$ cat src/sv/csna_pkg.sv
// Shared constants and controller/datapath interface types for the stencil block.
`timescale 1ns / 1ps

package csna_pkg;

    localparam int MAX_WIDTH   = 256;
    localparam int SAMPLE_BITS = 32;
    localparam int CFG_BITS    = 9;
    localparam int AVG_BITS    = 32;
    localparam int CNT_BITS    = 3;
    localparam int LINE_DEPTH  = MAX_WIDTH + 2;
    localparam int ADDR_BITS   = $clog2(LINE_DEPTH);
    localparam logic [CFG_BITS-1:0] WIDTH_RESET = CFG_BITS'(16);

    // four-sample sum and the split used by the divide-by-three stages
    localparam int SUM_BITS = SAMPLE_BITS + 2;
    localparam int LO_BITS  = SUM_BITS / 2;
    localparam int HI_BITS  = SUM_BITS - LO_BITS;

    // reciprocals of three, rounded up, for the upper and lower halves
    localparam longint unsigned K_HI_VAL = ((64'd1 << (HI_BITS + 2)) + 64'd2) / 3;
    localparam longint unsigned K_LO_VAL = ((64'd1 << (LO_BITS + 4)) + 64'd2) / 3;

    // per-transfer command from the controller
    typedef struct packed {
        logic                 take;
        logic [ADDR_BITS-1:0] addr;
        logic                 emit;
        logic                 done;
    } t_cmd;

    // datapath status back to the controller
    typedef struct packed {
        logic advance;
    } t_status;

endpackage

$ cat src/sv/csna_ctrl.sv
// Controller: width register, raster position counters and transfer commands.
`timescale 1ns / 1ps

module csna_ctrl (
    input  logic                              i_clk,
    input  logic                              i_rst_n,
    input  logic                              i_valid,
    input  logic                              i_cfg_we,
    input  logic [csna_pkg::CFG_BITS-1:0]     i_cfg_data,
    input  csna_pkg::t_status                 i_status,
    output logic                              o_stall,
    output csna_pkg::t_cmd                    o_cmd
);

    typedef enum logic [1:0] {
        ST_PRIME  = 2'b01,
        ST_STREAM = 2'b10
    } t_state;

    t_state                            r_state, n_state;
    logic [csna_pkg::CFG_BITS-1:0]     r_width, n_width;
    logic [csna_pkg::ADDR_BITS-1:0]    r_row, n_row;
    logic [csna_pkg::ADDR_BITS-1:0]    r_col, n_col;
    logic [csna_pkg::ADDR_BITS-1:0]    w_eff;
    logic [csna_pkg::ADDR_BITS-1:0]    w_last;
    logic                              w_take;

    // out-of-range widths clamp to 1 .. MAX_WIDTH
    always_comb begin
        if (r_width == '0) begin
            w_eff = csna_pkg::ADDR_BITS'(1);
        end else if (int'(r_width) > csna_pkg::MAX_WIDTH) begin
            w_eff = csna_pkg::ADDR_BITS'(csna_pkg::MAX_WIDTH);
        end else begin
            w_eff = csna_pkg::ADDR_BITS'(r_width);
        end
    end
    assign w_last = w_eff + csna_pkg::ADDR_BITS'(1);

    assign o_stall = !i_status.advance;
    assign w_take  = i_valid && i_status.advance && !i_cfg_we;

    assign o_cmd.take = w_take;
    assign o_cmd.addr = r_col;
    assign o_cmd.emit = (r_state == ST_STREAM) && (r_col >= csna_pkg::ADDR_BITS'(2));
    assign o_cmd.done = (r_row == w_last) && (r_col == w_last);

    always_comb begin
        n_state = r_state;
        n_width = r_width;
        n_row   = r_row;
        n_col   = r_col;
        if (i_cfg_we) begin
            n_width = i_cfg_data;
            n_row   = '0;
            n_col   = '0;
            n_state = ST_PRIME;
        end else if (w_take) begin
            if (r_col == w_last) begin
                n_col = '0;
                if (r_row == w_last) begin
                    n_row   = '0;
                    n_state = ST_PRIME;
                end else begin
                    n_row = r_row + csna_pkg::ADDR_BITS'(1);
                    // two rows buffered: results start with the third padded row
                    if (r_row == csna_pkg::ADDR_BITS'(1)) begin
                        n_state = ST_STREAM;
                    end
                end
            end else begin
                n_col = r_col + csna_pkg::ADDR_BITS'(1);
            end
        end
    end

    always_ff @(posedge i_clk) begin
        if (!i_rst_n) begin
            r_state <= ST_PRIME;
            r_width <= csna_pkg::WIDTH_RESET;
            r_row   <= '0;
            r_col   <= '0;
        end else begin
            r_state <= n_state;
            r_width <= n_width;
            r_row   <= n_row;
            r_col   <= n_col;
        end
    end

endmodule

$ cat config.mk
export PLATFORM = sky130hd
export DESIGN_NAME = csna_ctrl
export DESIGN_NICKNAME = d
export VERILOG_FILES = /design/src/sv/csna_pkg.sv /design/src/sv/csna_ctrl.sv
export SDC_FILE = /design/constraint.sdc
export NUM_CORES = 1
export LEC_CHECK = 0
export BUFFER_PORTS_ARGS = -buffer_cell sky130_fd_sc_hd__buf_2
export CORE_MARGIN = 2
export CORE_UTILIZATION = 54
export CTS_CLUSTER_DIAMETER = 80
export DETAILED_ROUTE_END_ITERATION = 12
export PLACE_DENSITY_LB_ADDON = 0.08
export SYNTH_ARGS = -nofsm -noshare
export SYNTH_HDL_FRONTEND = slang
export SYNTH_SLANG_ARGS = --single-unit
$ cat constraint.sdc
create_clock -name i_clk -period 4.5 [get_ports i_clk]
set_clock_uncertainty 0.2 [all_clocks]
set_input_delay 0.9 -clock i_clk [delete_from_list [all_inputs] [get_ports i_clk]]
set_output_delay 0.9 -clock i_clk [all_outputs]
set_load 0.02 [all_outputs]
==> results of run 1 <==
## worst paths after layout
kind                                  from          to
worst min-delay path            r_state[1]  r_state[1]
worst max register to register  r_width[5]    r_row[4]
worst max-delay path            r_width[5]    o_cmd[0]
worst min register to register  r_state[1]  r_state[1]
## routing by layer
metal / wire (um) / share of wire [%] / up-vias
met5: 0 / 0 / -
met4: 80 / 1.9 / 0
met3: 142 / 3.3 / 9
met2: 1890 / 44 / 24
met1: 2160 / 50 / 774
li1: - / - / 869
## cells in the mapped netlist, types with 2 or more instances
cell / instances
sky130_fd_sc_hd__dfxtp_1: 29
sky130_fd_sc_hd__nor2b_1: 17
sky130_fd_sc_hd__nand2_1: 16
sky130_fd_sc_hd__xnor2_1: 16
sky130_fd_sc_hd__nor2_1: 12
sky130_fd_sc_hd__a21oi_1: 10
sky130_fd_sc_hd__mux2i_1: 10
sky130_fd_sc_hd__nand4_1: 10
sky130_fd_sc_hd__inv_1: 9
sky130_fd_sc_hd__xor2_1: 9
sky130_fd_sc_hd__nor4_1: 7
sky130_fd_sc_hd__nand3_1: 6
sky130_fd_sc_hd__ha_1: 5
sky130_fd_sc_hd__nor3_1: 5
sky130_fd_sc_hd__o21ai_0: 5
sky130_fd_sc_hd__or3_1: 5
sky130_fd_sc_hd__and3_1: 4
sky130_fd_sc_hd__buf_6: 4
sky130_fd_sc_hd__o21ai_1: 3
sky130_fd_sc_hd__or4_1: 3
sky130_fd_sc_hd__a21o_1: 2
sky130_fd_sc_hd__a311oi_1: 2
sky130_fd_sc_hd__and3_2: 2
sky130_fd_sc_hd__buf_4: 2
sky130_fd_sc_hd__clkbuf_1: 2
sky130_fd_sc_hd__nand2b_1: 2
sky130_fd_sc_hd__o2111ai_1: 2
sky130_fd_sc_hd__or3b_1: 2
sky130_fd_sc_hd__or4b_1: 2
## registers in the layout, indices dropped and copies added, names as in the netlist
register  flops
r_width       9
r_row         9
r_state       2
r_col         9
## power groups by stage
stage	clock [mW]	sequential [mW]	combinational (mW)
2_1_floorplan	0	0.273	0.0638
3_3_place_gp	0	0.279	0.0737
3_5_place_dp	0	0.279	0.0741
4_1_cts	0.206	0.273	0.0743
5_1_grt	0.217	0.275	0.0830
6_report	0.202	0.273	0.0742
## area by class of cell
type	instances	area, um^2	area share [%]
multi-input cells	179	1300	59.1
flip-flops and latches	29	581	26.4
well taps	48	60.1	2.73
repair buffers	28	145	6.60
clock buffers	8	80.1	3.64
inverters	9	33.8	1.54
## kinds of logic after synthesis
| group | share of synthesized area (%) |
|---|---|
| AO/OA/AOI/OAI | 11.7 |
| XOR/XNOR | 12.1 |
| adder cells (fa/ha/maj) | 3.14 |
| buffers and inverters | 5.53 |
| flip-flops | 29.2 |
| multiplexers | 6.29 |
| AND/OR/NAND/NOR | 32.1 |
## critical path, delay by kind of cell (launching register included)
kind,cells,cell delay (ns)
fa+ha+maj,1,0.26
compound gates,2,0.46
buf+inv,2,0.24
simple gates,5,1.17
flops,1,0.61
xor+xnor,1,0.13
==> results by group, run 1 <==
Status
  – Outcome: finished clean

STA
  – Final Worst Setup Slack: 0.242 ns
  – Maximum operating frequency: 235 MHz
  – Worst max-slew margin expressed relative to the limit: 54.4%
  – Slew @ Worst Pin: 0.682 ns
  – Min Tclk post-route: 4.26 ns
  – Share of the cycle needed by the critical path after routing: 94.6%
  – Final setup TNS: 0 ns
  – Count of endpoints failing setup in the final report: 0
  – Setup repair after global routing missed its margin: no
  – Final hold violations: 0
  – Final hold slack: 0.268 ns
  – Final max-slew violation count: 0

Run
  – Max Cap Viol: 0

Clocking
  – Clock slew at reported path FFs: 0.05 ns
  – CTS resizes: 0
  – Clk root buf: sky130_fd_sc_hd__clkbuf_8
  – Latest clock arrival within the worst-skew pair: 0.29 ns
  – Clock buffers created by TritonCTS: 5
  – Depth of the CTS H-tree: 2
  – Quantity of hold-fixing buffers added after cts: 0
  – Clock tree from TritonCTS: yes
  – Number of buffers added for setup after CTS: 0
  – Clock Tree Buf Depth: 2
  – Sink Count: 29

Yosys
  – Summed instance area of the synthesized netlist: 1990 um^2
  – Register area share after synthesis: 29.2%
  – Seq cells post-synth: 29
  – Synthesized net count: 246
  – Proportion of netlist area held by the largest area contributor: 29.2%
  – Post-Syn Instances: 227
  – Post-synthesis average cell area: 8.77 um^2
  – Number of distinct standard cells referenced by the synthesized netlist: 53
  – EDFF count, synth: 0
  – Post-synthesis cell type with the largest combined area: sky130_fd_sc_hd__dfxtp_1
  – Total of warnings raised by yosys: 0
  – Synth Flop Type: sky130_fd_sc_hd__dfxtp_1
  – Fraction of registers with async set/reset: 0%
  – Cell types occupying the most area after synthesis: sky130_fd_sc_hd__dfxtp_1, sky130_fd_sc_hd__xnor2_1, sky130_fd_sc_hd__nor2b_1, sky130_fd_sc_hd__mux2i_1, sky130_fd_sc_hd__xor2_1

GRT
  – Antenna violations before repair: 0
  – Global-route wire length before repair: 7290 um
  – Congestion Overflow GR: 0
  – Met2 Track Usage GR: 35.1%
  – Maximum number of pins on one net before global-route repair: 16
  – Met3 demand-to-capacity share in global routing: 4.17%
  – Via count of the first global-routing pass: 1,513
  – Total Routing Usage GR: 22.7%
  – Met1 Use GR: 30.4%
  – Global route hottest layer: met2

Worst setup path
  – Slowest CP cell: sky130_fd_sc_hd__dfxtp_1
  – Startpoint types: register
  – Critical path required time: 3.40 ns
  – Path type of the worst setup path: reg2out
  – Top fanout value on the critical path: 14
  – Cells traversed along the worst timing path: nor4_1, a21oi_1, inv_1, ha_1, and4_4, a41oi_4, xnor2_1, nor4_4, and3_2, nor2b_1, buf_2
  – Max stage delay on crit path: 0.61 ns
  – Crit path capture type: primary output
  – Data arrival, critical path: 3.16 ns
  – Reg2reg setup slack: 1.06 ns
  – Worst reg-to-reg path cell count: 11

Finish
  – Final-layout fill cell count: 313
  – Area growth from synthesis to layout: 10.5%
  – Antenna fix cells: 0
  – Ratio of cells with drive above 1 in the final layout: 17.8%
  – Most frequent cells in the layout: sky130_fd_sc_hd__dfxtp_1, sky130_fd_sc_hd__buf_2, sky130_fd_sc_hd__nor2b_1
  – Final non-filler cell area: 2200 um^2
  – Most common library cell in the layout ignoring fill and taps: sky130_fd_sc_hd__dfxtp_1
  – Layout Cells excl Fill: 301
  – Final net count: 271
  – Final core occ: 61.0%

Place
  – Input/output buffers: 26
  – Placed inst area: 2120 um^2
  – Weighted congestion reported at the end of routability-driven placement: 0.843
  – Worst Setup Slack post-DPL: 0.566 ns
  – Final HPWL from detailed placement: 3120 um
  – Cell Count Post-Placement: 293

Pwr
  – Part of the total power dissipated in sequential elements: 49.7%
  – Switching power as a share of total power: 26.3%
  – Power per Cell Area: 250 nW/um^2
  – Switching pwr: 0.145 mW
  – Leakage Power: 0.823 nW
  – Clock share of power: 36.8%
  – Worst voltage drop across the vdd grid: 128 uV
  – Internal cell power: 0.405 mW
  – Portion of total power attributed to combinational logic: 13.5%
  – Overall power after layout: 0.550 mW

Worst hold path
  – Hold WC Path Type: reg2reg
  – Worst hold stages: 2

Floorplanning
  – Overall die height: 64.7 um
  – Die Footprint: 4190 um^2
  – Core area: 3610 um^2
  – Die width: 64.7 um
  – Row cnt: 22
  – Initial Utilization: 55.2%
  – Number of placed I/O pins: 27

Detailed routing
  – Total number of vias: 1,676
  – Starting DRC count in detailed routing: 105
  – Final ANT Viol Nets: 0
  – 1st-pass router iterations: 4
  – Number of vias per cell: 5.57
  – Drt wl/cell: 14.2 um
  – Total wire length after detailed routing: 4270 um
  – DRC violations left: 0
Note: power is estimated with default switching activity, not from simulation.
==> run 2, diff against run 1 <==
--- a/config.mk
+++ b/config.mk
@@ -5,7 +5,8 @@
 export SDC_FILE = /design/constraint.sdc
 export NUM_CORES = 1
 export LEC_CHECK = 0
-export BUFFER_PORTS_ARGS = -buffer_cell sky130_fd_sc_hd__buf_2
+export ABC_AREA = 1
+export BUFFER_PORTS_ARGS = -buffer_cell sky130_fd_sc_hd__buf_4
 export CORE_MARGIN = 2
 export CORE_UTILIZATION = 54
 export CTS_CLUSTER_DIAMETER = 80
==> run 2 against run 1 <==
Cell count rose by 36%; maximum frequency rose by 5.1%; register-to-register slack improved by 0.39 ns; clock-buffer cell count fell by 1; synthesized cell count rose by 46%; largest cell class unchanged.
==> results by group, run 2 <==
Status
  – Outcome: finished clean

Yosys
  – Compound-Gate Fraction of Synth Area: 6.47% (-5.2 points)
  – Adder-cell share of the synthesized area: 2.97% (-0.18 points)
  – Post-synthesis mux area share: 0% (-6.3 points)
  – Synth cell count leaders: sky130_fd_sc_hd__nand2_1, sky130_fd_sc_hd__nand3_1, sky130_fd_sc_hd__inv_1, sky130_fd_sc_hd__nor2_1, sky130_fd_sc_hd__dfxtp_1
  – Number of distinct standard cells referenced by the synthesized netlist: 27 (-49%)
  – Post-Syn Instances: 332 (+46%)
  – Post-synthesis average cell area: 6.35 um^2 (-28%)
  – EDFF count, synth: 0 (unchanged)
  – Post-synthesis cell type with the largest combined area: sky130_fd_sc_hd__dfxtp_1
  – Total of warnings raised by yosys: 0 (unchanged)
  – Cell with the most instances after synthesis: sky130_fd_sc_hd__nand2_1
  – Simple-gate area share of the yosys netlist: 47.7% (+16 points)
  – Register area share after synthesis: 27.5% (-1.6 points)
  – Synthesized net count: 351 (+43%)
  – Dominant combinational cell family by area after synthesis: simple AND/OR/NAND/NOR gates
  – Summed instance area of the synthesized netlist: 2110 um^2 (+6.0%)
  – Cell types occupying the most area after synthesis: sky130_fd_sc_hd__dfxtp_1, sky130_fd_sc_hd__nand2_1, sky130_fd_sc_hd__nand3_1, sky130_fd_sc_hd__inv_1, sky130_fd_sc_hd__nor2_1
  – Xor/xnor share of the synthesized area: 4.57% (-7.6 points)
  – Synth Flop Type: sky130_fd_sc_hd__dfxtp_1
  – Proportion of netlist area held by the largest area contributor: 27.5% (-1.6 points)
  – Fraction of registers with async set/reset: 0% (unchanged)
  – Seq cells post-synth: 29 (unchanged)

Place
  – Placed inst area: 2330 um^2 (+9.8%)
  – Worst Setup Slack post-DPL: 0.794 ns (+0.229 ns)
  – Input/output buffers: 26 (unchanged)
  – Final HPWL from detailed placement: 4190 um (+34%)
  – Cell Count Post-Placement: 401 (+37%)
  – Weighted congestion reported at the end of routability-driven placement: 0.999 (+19%)

Floorplanning
  – Number of placed I/O pins: 27 (unchanged)
  – Core area: 3720 um^2 (+3.1%)
  – Overall die height: 66.5 um (+2.8%)
  – Row cnt: 22 (unchanged)
  – Die width: 66.5 um (+2.8%)
  – Initial Utilization: 56.8% (+1.6 points)
  – Die Footprint: 4420 um^2 (+5.6%)

GRT
  – Total Routing Usage GR: 27.6% (+4.8 points)
  – Global-route wire length before repair: 9160 um (+26%)
  – Congestion Overflow GR: 0 (unchanged)
  – Via count of the first global-routing pass: 1,977 (+31%)
  – Maximum number of pins on one net before global-route repair: 15 (-1)
  – Antenna violations before repair: 0 (unchanged)

Worst setup path
  – Number of cells on the critical path: 19 (+8)
  – Worst reg-to-reg path cell count: 19 (+8)
  – Buffering stage count on the worst path with inverters included: 4 (+2)
  – Data arrival, critical path: 2.95 ns (-0.21 ns)
  – Slowest CP cell: sky130_fd_sc_hd__dfxtp_1
  – Category of cells accounting for the largest share of critical-path delay: simple AND/OR/NAND/NOR gates
  – Cell repeated most along the worst path: sky130_fd_sc_hd__nand2_1
  – Critical path required time: 3.40 ns (about the same)
  – Max stage delay on crit path: 0.36 ns (-0.25 ns)
  – Path type of the worst setup path: reg2out
  – Cells traversed along the worst timing path: nor2_1, nand2_2, o21ai_4, nand2_2, inv_1, ha_1, nand4_1, nor2_1, nand3_1, nand2_1, nand2_1, nand2_1, nand2_1, inv_1, nand3_1, inv_1, nand2_1, nor2_1, buf_4
  – Startpoint types: register
  – Top fanout value on the critical path: 14 (unchanged)
  – Crit path capture type: primary output

Clocking
  – Latest clock arrival within the worst-skew pair: 0.28 ns (about the same)
  – Quantity of hold-fixing buffers added after cts: 0 (unchanged)
  – Clock Tree Buf Depth: 2 (unchanged)
  – Clock buffers created by TritonCTS: 5 (unchanged)
  – Number of buffers added for setup after CTS: 0 (unchanged)
  – CTS resizes: 0 (unchanged)
  – Clock slew at reported path FFs: 0.06 ns (about the same)
  – Clk root buf: sky130_fd_sc_hd__clkbuf_8
  – Sink Count: 29 (unchanged)
  – Clock tree from TritonCTS: yes
  – Depth of the CTS H-tree: 2 (unchanged)

Finish
  – Biggest regs: r_col (9), r_row (9), r_width (9)
  – Most common library cell in the layout ignoring fill and taps: sky130_fd_sc_hd__nand2_1
  – Antenna fix cells: 0 (unchanged)
  – Final-layout fill cell count: 356 (+14%)
  – Final core occ: 64.9% (+4.0 points)
  – Ratio of cells with drive above 1 in the final layout: 16.7% (-1.1 points)
  – Final non-filler cell area: 2410 um^2 (+9.7%)
  – Layout Cells excl Fill: 408 (+36%)
  – Most frequent cells in the layout: sky130_fd_sc_hd__nand2_1, sky130_fd_sc_hd__nand3_1, sky130_fd_sc_hd__inv_1
  – Area growth from synthesis to layout: 14.4%
  – Final net count: 379 (+40%)

Pwr
  – Leakage Power: 1.11 nW (+35%)
  – Power per Cell Area: 242 nW/um^2 (-3.4%)
  – Worst voltage drop across the vdd grid: 187 uV (+46%)
  – Overall power after layout: 0.583 mW (+6.0%)

Detailed routing
  – DRC violations left: 0 (unchanged)
  – Total number of vias: 2,205 (+32%)
  – Number of vias per cell: 5.40 (-2.9%)
  – Met2 routed wirelength: 2420 um (+28%)
  – Wire length on met1: 2450 um (+14%)
  – Final ANT Viol Nets: 0 (unchanged)
  – Drt wl/cell: 13.3 um (-6.6%)
  – 1st-pass router iterations: 5 (+1)
  – Top layer in use: met4
  – Total wire length after detailed routing: 5410 um (+27%)
  – Starting DRC count in detailed routing: 237 (+130%)
  – Met3 routed WL: 448 um (+220%)

STA
  – Min Tclk post-route: 4.05 ns (-0.208 ns)
  – Final hold violations: 0 (unchanged)
  – Maximum operating frequency: 247 MHz (+5.1%)
  – Share of the cycle needed by the critical path after routing: 90.0% (-4.6 points)
  – Final max-slew violation count: 0 (unchanged)
  – Final Worst Setup Slack: 0.450 ns (+0.208 ns)
  – Slew @ Worst Pin: 0.489 ns (-0.193 ns)
  – Final setup TNS: 0 ns (unchanged)
  – Final hold slack: 0.262 ns (-0.00527 ns)
  – Setup repair after global routing missed its margin: no
  – Worst max-slew margin expressed relative to the limit: 67.1% (+13 points)
  – Count of endpoints failing setup in the final report: 0 (unchanged)

Worst hold path
  – Worst hold stages: 2 (unchanged)
  – Hold WC Path Type: reg2reg

Run
  – Max Cap Viol: 0 (unchanged)
==> run 2: changes by cell type after synthesis, sizes merged, moves of 11 or more <==
| cell | delta |
|---|---|
| inv | +39 |
| mux2i | -11 |
| nand2 | +72 |
| nand3 | +51 |
| nor2 | +30 |
| nor2b | -17 |
| xnor2 | -13 |
==> run 2: layer usage <==
| layer | vias to the layer above | GRT usage, % |
|---|---|---|
| li1 | 1127 | - |
| met1 | 985 | 37.2 |
| met2 | 83 | 44.5 |
| met3 | 10 | 6.08 |
| met4 | 0 | 6.89 |
| met5 | - | 0 |
==> run 2: report_power, final <==
part	internal (mW)	switching, mW	leakage [nW]	total (mW)
Sequential	0.263	0.00778	0.236	0.270
Clock	0.121	0.0980	0.0443	0.219
Combinational	0.0334	0.0601	0.835	0.0935
==> run 2: final timing paths <==
kind / from / to / slack [ns]
setup / recovery: r_width[6] / o_cmd[0] / 0.45
setup reg to reg: r_width[6] / r_row[4] / 1.45
hold / removal: r_state[0] / r_state[0] / 0.26
hold reg to reg: r_state[0] / r_state[0] / 0.26
==> run 2: layout make-up <==
class / count / area (um^2) / area share, %
sequential: 29 / 581 / 24.1
clock buffer: 7 / 86.3 / 3.58
inverter: 50 / 190 / 7.88
timing repair buffer: 26 / 195 / 8.09
tap: 48 / 60.1 / 2.49
multi-input combinational: 248 / 1300 / 53.9
==> run 2: worst register-to-register path: stages (launching register included) <==
cell	delay (ns)
sky130_fd_sc_hd__dfxtp_1	0.36
sky130_fd_sc_hd__nor2_1	0.15
sky130_fd_sc_hd__nand2_2	0.09
sky130_fd_sc_hd__o21ai_4	0.34
sky130_fd_sc_hd__nand2_2	0.12
sky130_fd_sc_hd__inv_1	0.07
sky130_fd_sc_hd__ha_1	0.20
sky130_fd_sc_hd__nand4_1	0.19
sky130_fd_sc_hd__nor2_1	0.17
sky130_fd_sc_hd__nand3_1	0.14
sky130_fd_sc_hd__nand2_1	0.13
sky130_fd_sc_hd__nand2_1	0.05
sky130_fd_sc_hd__nand2_1	0.05
sky130_fd_sc_hd__nand2_1	0.05
sky130_fd_sc_hd__inv_1	0.05
sky130_fd_sc_hd__nand3_1	0.10
sky130_fd_sc_hd__nor2_2	0.27
sky130_fd_sc_hd__nor2_1	0.07
sky130_fd_sc_hd__nand2_1	0.07
sky130_fd_sc_hd__a21oi_1	0.06
==> run 2: kinds of logic after synthesis <==
family / Yosys count
simple gates: 207
buf+inv: 55
flops: 29
compound gates: 25
xor+xnor: 11
fa+ha+maj: 5
